$ cat src/hw/rtl/fdpb_pkg.sv
// Shared types, constants and helpers for the frequency-domain power beamformer.
// Depends on nothing; every other file of the block imports it.
`timescale 1ns / 1ps

package fdpb_pkg;

	// Default sizes, handed to the top-level parameters
	localparam int MAX_FREQS_DEF      = 256;
	localparam int MAX_ANTENNAS_DEF   = 16;
	localparam int MAX_DIRECTIONS_DEF = 16;
	localparam int SAMPLE_BITS_DEF    = 16;

	// Accumulator bank: one complex accumulator per formed direction
	localparam int ACC_DEPTH = 16;
	localparam int ACC_AW    = $clog2(ACC_DEPTH);
	localparam int ACC_W     = 38;
	// Sum of accumulator and product, wide enough for a 24-bit sample
	localparam int SUM_W     = 42;

	// Weight word: real part in the upper half, imaginary in the lower half
	localparam int WEIGHT_W  = 32;
	localparam int COEF_W    = 16;

	// Power path widths
	localparam int FRAC_BITS = 15;
	localparam int RND_W     = ACC_W + 1 - FRAC_BITS;
	localparam int SQ_W      = 2 * RND_W - 3;
	localparam int MAG_W     = SQ_W + 1;
	localparam int NORM_W    = 16;
	localparam int PROD_W    = MAG_W + NORM_W;
	localparam int POWER_W   = 48;

	// Result queue
	localparam int RES_FIFO_DEPTH = 32;
	localparam int FIFO_AW        = $clog2(RES_FIFO_DEPTH);
	localparam int FIFO_CW        = $clog2(RES_FIFO_DEPTH + 1);

	// Stream word widths
	localparam int IN_DATA_W  = 48;
	localparam int OUT_DATA_W = 64;
	localparam int OUT_PAD_W  = OUT_DATA_W - 8 - ACC_AW - POWER_W;

	// Configuration register indexes
	localparam int CFG_IDX_W = 2;
	localparam logic [CFG_IDX_W-1:0] CFG_NUM_ANTENNAS   = 2'd0;
	localparam logic [CFG_IDX_W-1:0] CFG_NUM_DIRECTIONS = 2'd1;
	localparam logic [CFG_IDX_W-1:0] CFG_NORM_SCALE     = 2'd2;

	// Saturation bounds of the accumulator, in the width of the sum
	localparam logic signed [SUM_W-1:0] ACC_HI =
		{{(SUM_W-ACC_W+1){1'b0}}, {(ACC_W-1){1'b1}}};
	localparam logic signed [SUM_W-1:0] ACC_LO =
		{{(SUM_W-ACC_W+1){1'b1}}, {(ACC_W-1){1'b0}}};

	typedef enum logic {
		CMD_WEIGHT = 1'b0,
		CMD_SAMPLE = 1'b1
	} cmd_t;

	typedef enum logic {
		ST_IDLE,
		ST_ISSUE
	} seq_state_t;

	typedef struct packed {
		logic signed [ACC_W-1:0] re;
		logic signed [ACC_W-1:0] im;
	} acc_pair_t;

	typedef struct packed {
		logic [7:0]        freq;
		logic [ACC_AW-1:0] dir;
		logic              last;
	} res_meta_t;

	// Finished accumulator handed to the power path
	typedef struct packed {
		logic      valid;
		res_meta_t meta;
		acc_pair_t acc;
	} pw_in_t;

	typedef struct packed {
		logic busy;
		logic room;
	} pw_status_t;

	typedef struct packed {
		res_meta_t          meta;
		logic [POWER_W-1:0] power;
	} result_t;

	// Clamp a sum to the signed accumulator range
	function automatic logic signed [ACC_W-1:0] sat_acc(input logic signed [SUM_W-1:0] x);
		logic signed [SUM_W-1:0] y;
		begin
			y = x;
			if (x > ACC_HI) begin
				y = ACC_HI;
			end else if (x < ACC_LO) begin
				y = ACC_LO;
			end
			return y[ACC_W-1:0];
		end
	endfunction

endpackage

$ cat src/hw/rtl/fdpb_acc_ram.sv
// Accumulator bank: one complex accumulator per direction, registered read.
// Depends on fdpb_pkg; entries read as zero until first written after reset.
`timescale 1ns / 1ps

module fdpb_acc_ram (
	input  logic                        clk,
	input  logic                        arst_n,
	input  logic                        we,
	input  logic [fdpb_pkg::ACC_AW-1:0] waddr,
	input  fdpb_pkg::acc_pair_t         wdata,
	input  logic                        re,
	input  logic [fdpb_pkg::ACC_AW-1:0] raddr,
	output fdpb_pkg::acc_pair_t         rdata
);
	import fdpb_pkg::*;

	acc_pair_t            mem [ACC_DEPTH];
	logic [ACC_DEPTH-1:0] vld_q;

	// Mark entries written since reset
	always_ff @(posedge clk or negedge arst_n) begin
		if (!arst_n) begin
			vld_q <= '0;
		end else if (we) begin
			vld_q[waddr] <= 1'b1;
		end
	end

	// Store accumulator pairs
	always_ff @(posedge clk) begin
		if (we) begin
			mem[waddr] <= wdata;
		end
	end

	// Read; an entry not yet written reads as zero
	always_ff @(posedge clk) begin
		if (re) begin
			rdata <= vld_q[raddr] ? mem[raddr] : '0;
		end
	end

endmodule

$ cat config.mk
export PLATFORM = sky130hd
export DESIGN_NAME = fdpb_acc_ram
export DESIGN_NICKNAME = d
export VERILOG_FILES = /design/src/hw/rtl/fdpb_pkg.sv /design/src/hw/rtl/fdpb_acc_ram.sv
export SDC_FILE = /design/constraint.sdc
export NUM_CORES = 1
export LEC_CHECK = 0
export BUFFER_PORTS_ARGS = -buffer_cell sky130_fd_sc_hd__buf_4
export CORE_AREA = 2 2 285 287
export DETAILED_ROUTE_END_ITERATION = 7
export DIE_AREA = 0 0 287 289
export GPL_TIMING_DRIVEN = 0
export PLACE_DENSITY = 0.76
export RECOVER_POWER = 25
export SYNTH_ARGS = -nofsm -noshare
export SYNTH_HDL_FRONTEND = slang
export SYNTH_SLANG_ARGS = --single-unit
$ cat constraint.sdc
create_clock -name clk -period 2.01 [get_ports clk]
set_clock_uncertainty 0.05 [all_clocks]
set_input_delay 0.201 -clock clk [delete_from_list [all_inputs] [get_ports clk]]
set_output_delay 0.201 -clock clk [all_outputs]
set_load 0.03 [all_outputs]
==> After elaboration in Yosys (flattened, before gate mapping) <==
Memory sizes are Yosys's and may differ from the RTL's. A register that Yosys moved wholly into a read port is not among the register bits.
Cells that the tools add are included.
Widths: inputs -> output; s select.
{ "op_classes": {"order_cmp": 3, "n_mux": 6, "bitwise_logic": 1, "reduce_logical": 2} }
{ "op_table": {"columns": ["op", "count"], "rows": [
  ["$or 16x16->16", 1],
  ["$lt 4x5->1 const B", 2],
  ["$bmux 1 s4", 1],
  ["$demux 1 s4", 1],
  ["$ge 4x1->1 const B", 1],
  ["$mux 1", 4],
  ["$logic_and 1x1->1", 1],
  ["$logic_not 1->1", 1]
]} }
{ "totals": {"register_bits": 16, "ramBits": 1216, "input_bits": 88, "out_inout_bits": 76, "wordCells": 14, "memories": 1} }
{ "mem_list": {"columns": ["name", "words", "width", "rd", "rd_clocked_by_memory_dff", "write_ports", "line_no", "source"], "rows": [
  ["mem", 16, 76, 1, 1, 1, "fdpb_acc_ram.sv:17", "acc_pair_t mem [ACC_DEPTH];"]
]} }

==> Longest topological paths before layout <==
{ "depth": {"word_depth": 5, "ltp_mapped": 7, "ltp_nobuf": 4} }

==> Worst setup path before layout <==
Ideal clock, no wire load.
{ "synth_path": {"kind": "input to register", "startpoint": "in waddr[2] in the netlist's numbering", "endpoint": "reg vld_q[0]", "setup_time_ns": 0.097, "arrival_ns": 6.464, "t_required_ns": 1.863, "setup_slack_ns": -4.602, "path_stages": 3, "n_path_buf": 0, "cell_sequence": "or3b_2 -> nor3_1 -> or2_2"} }
{ "synth_via": {"elab_chain_cells": 5, "elab_cells_between_ends": 6, "classes_between": "order compare: 2; mux: 2; bitwise: 1; reduce/logical: 1"} }
{ "synth_lines": {"columns": ["element", "line_no", "source"], "rows": [
  ["start, declared", "fdpb_acc_ram.sv:9", "input logic [fdpb_pkg::ACC_AW-1:0] waddr,"],
  ["$lt 4x5->1 (implied by the code) / $ge 4x1->1 (equally long branches)", "fdpb_acc_ram.sv:25", "vld_q[waddr] <= 1'b1;"],
  ["$logic_and 1x1->1 (implied by the code)", "fdpb_acc_ram.sv:25", null],
  ["$mux 1 (implied by the code)", "fdpb_acc_ram.sv:25", null],
  ["$demux 1 s4 (*)", "fdpb_acc_ram.sv:25", null],
  ["$or 16x16->16 (no line) (*)", null, null],
  ["end signal, assigned", "fdpb_acc_ram.sv:23", "vld_q <= '0;"],
  ["end signal, assigned by index", "fdpb_acc_ram.sv:25", null],
  ["end, declared", "fdpb_acc_ram.sv:18", "logic [ACC_DEPTH-1:0] vld_q;"]
]} }
Mark *: on every way between the ends. The rest lies on a longest branch, timed or not.
A chain may end at the register's enable or synchronous reset.

==> Worst setup path after layout <==
{ "layout_path": {"startpoint": "in raddr[2] in the netlist's numbering", "endpoint": "reg, netlist name rdata[53]"} }
{ "layout_via": {"elab_chain_cells": 3} }
{ "layout_lines": {"columns": ["element", "line_no", "source"], "rows": [
  ["start, declared", "fdpb_acc_ram.sv:12", "input logic [fdpb_pkg::ACC_AW-1:0] raddr,"],
  ["$bmux 1 s4", "fdpb_acc_ram.sv:39", "rdata <= vld_q[raddr] ? mem[raddr] : '0;"],
  ["$mux 1 (implied by the code)", "fdpb_acc_ram.sv:39", null],
  ["$logic_not 1->1 (no line)", null, null]
]} }
Parallel ways exist; a longest one is shown, timed or not. The select of a mux whose other input is x is not followed.

==> flow_metrics.py <==
metrics = {
    "outcome": {
        "outcome": "finished, violations left",
        "violations": "negative setup slack",
    },
    "clock_tree": {
        "clk_pin_slew_ps": 60,
        "cts.path.max_buffers": 3,
        "clk_latency_ps": 720,
        "cts_tree": "done",
        "numClockSinks": 1308,
        "cts_max_level": 4,
        "cts_made_buffers": 131,
        "cts_root_buf": "clkbuf_16",
    },
    "yosys": {
        "synth_edf_count": 1292,
        "synth.distinct_cells": 22,
        "synth_fp_nets": 2089,
        "yosysTopAreaCell": "edfxtp_1",
        "synth_area_sq_um": 48400,
        "syn_inst": 2001,
        "ys_seq_area_frac": 0.809,
        "synth_warnings": 0,
        "synth_flop_cell": "edfxtp_1",
        "async_flop_share": 0.0122,
        "synth_area_per_cell_sq_um": 24.2,
        "netlist.area_leader.share": 0.801,
        "synth_area_leaders": "edfxtp_1, mux4_2, a22oi_1, dfrtp_1, a21oi_1",
        "yosysMostFrequentCell": "edfxtp_1",
        "synthTopCellsByCount": "edfxtp_1, mux4_2, a22oi_1, a21oi_1, clkbuf_1",
        "yosys_register_bits": 1308,
    },
    "power_and_ir_drop": {
        "power.density_nw_per_um2": 1010,
        "vdd_drop_max_v": 0.000867,
        "total_power_mw": 59.0,
        "p_leak_nw": 18.5,
    },
    "global_route": {
        "met3_usage": 0.0628,
        "grt_pass1_vias": 24888,
        "grtUsageMet2": 0.474,
        "grtUsageTotal": 0.286,
        "top_usage_layer": "met2",
        "grt.overflow.total": 0,
        "grt_pass1_wl_um": 167000,
        "antenna_found_initial": 7,
        "grt_use_met1": 0.388,
        "grt_max_degree": 77,
    },
    "worst_hold_path": {
        "hp-class": "in2reg",
    },
    "layout": {
        "seqCellArea_sq_um": 39200,
        "area_growth_pct": 20.2,
        "nFillCells": 4322,
        "multiInputGateArea_sq_um": 9450,
        "postLayoutCoreUtil": 0.729,
        "final_layout_size_suffix_gt1_frac": 0.332,
        "nNetsFinal": 2546,
    },
    "routing": {
        "ant_nets": 0,
        "drt_iter0_drc": 3576,
        "drt_pre_antenna_iters": 8,
        "routed_wl_um": 119000,
        "vias": 24111,
        "wl_per_cell_um": 32.8,
        "drc": 0,
        "vias_per_cell": 6.67,
    },
    "placed_design": {
        "place.gp.congestion": 0.733,
        "dpl.hpwl_um": 67000,
        "portBuffers": 163,
    },
    "setup_path": {
        "critical_path.startpoint_type": "primary input",
        "arrival_ps": 2650,
        "crit_path_end_kind": "flip-flop",
        "path_max_fanout": 10,
        "critPathKind": "in2reg",
        "cp_slowest_stage_delay_ps": 650,
        "slowest_stage": "clkbuf_1",
        "path_buf_inv": 4,
        "critPathRequiredTime_ps": 2390,
        "path_cells": "buf_4, buf_2, buf_2, clkbuf_1, mux4_2, a22oi_1, a21oi_4",
        "critPathMostFrequentCell": "buf_2",
        "crit_family": "buffers and inverters",
    },
    "sta": {
        "setup_violations": 74,
        "min_period_ps": 2270,
        "report.final.slew_viol_count": 0,
        "tightest_slew_ps": 1330,
        "setup_ws_ps": -261,
        "rsz0062_at_grt": "true",
        "timing_hold_violations_final": 0,
        "holdWs_ps": 40.7,
        "post-route-period-util": 1.13,
        "max_freq_mhz": 440,
        "relSlewSlack": 0.112,
    },
    "floorplanning": {
        "row_count": 104,
        "die_y_um": 289,
        "pin_count": 164,
        "fp.dieArea_sq_um": 82900,
        "die_x_um": 287,
        "start_util": 0.606,
        "coreArea_sq_um": 79900,
    },
    "flow_run": {
        "max_cap_violations": 0,
    },
}
repair_timing:
action | 4_1_cts | 5_1_grt
resized for setup | 58 | 121
hold buffers | 83 | 0
hold endpoints to repair | 1259 | 0
pin swaps | 2 | 1
endpoints found under the setup margin | 74 | 104
setup buffers | 6 | 5
gates cloned | 2 | 5
cells by family after synthesis:
group | count (synthesis) | synth area share
muxes | 308 | 0.143
buffers and inverters | 111 | 0.0107
AOI/OAI and AO/OA | 230 | 0.0318
DFF | 1308 | 0.809
and+or+nand+nor | 44 | 0.00493
state kept, by name, indices dropped and copies added, names as in the netlist:
register  cells
mem        1216
rdata        76
vld_q        16
cells in the final DEF, fill, tap and decap left out, types with 16 or more instances in the layout:
master / instances
a21oi_4: 47
clkinv_2: 18
buf_12: 43
buf_2: 25
dlygate4sd3_1: 83
dfrtp_1: 16
buf_4: 134
clkinv_1: 24
a21oi_1: 16
a22oi_1: 152
clkbuf_2: 24
mux4_2: 308
or2_2: 16
clkbuf_16: 146
buf_16: 21
edfxtp_1: 1292
clkbuf_1: 107
worst register-to-register path: cells and delay by family (launching register included):
family	cells	cell delay, ps
mux	1	470
buf+inv	2	420
flops	1	390
compound gates	2	330
simple gates	1	190
per-layer routing:
layer	wire, um	up-vias
met5	65	-
met4	2780	10
met3	11700	212
met2	61000	1602
met1	43200	12679
li1	-	9608
area by class of cell:
| type | count | share of cell area |
|---|---|---|
| well taps | 1060 | 0.0228 |
| repair buffers | 324 | 0.0597 |
| clock inverters | 58 | 0.00795 |
| clock buffers | 167 | 0.0623 |
| flip-flops and latches | 1308 | 0.673 |
| plain buffers | 111 | 0.0115 |
| multi-input cells | 582 | 0.162 |
| diodes | 5 | 0.000215 |
power by group:
group	internal [mW]	switching (mW)	total [mW]
logic	1.83	2.59	4.41
registers	30.8	0.246	31.0
clock network	13.6	9.96	23.6
total	46.2	12.8	59.0
worst paths after layout:
kind,start,slack (ps),endpoint,depth (start not counted)
max,raddr[2],-260,rdata[53]$_SDFFCE_PN0P_,7
min,waddr[1],40,mem[12][69]$_DFFE_PP_,3
min reg2reg,vld_q[10]$_DFFE_PN0P_,420,vld_q[10]$_DFFE_PN0P_,1
min in group asynchronous,arst_n,680,vld_q[1]$_DFFE_PN0P_,3
max reg2reg,vld_q[5]$_DFFE_PN0P_,-130,rdata[53]$_SDFFCE_PN0P_,6
max in group asynchronous,arst_n,720,vld_q[10]$_DFFE_PN0P_,3
through the flow:
step	setup slack, ps	instance area, sq um	TNS (ps)	instances
after floorplan	-1000	48500	-975460	2001
after global placement	-3540	51100	-3745800	3224
after detailed placement	-884	52500	-265320	3285
after CTS	-86.8	57700	-1330	3601
after global routing	-192	58200	-6260	3611
final	-261	58200	-5470	3615
Power figures use the tool's default switching activity.
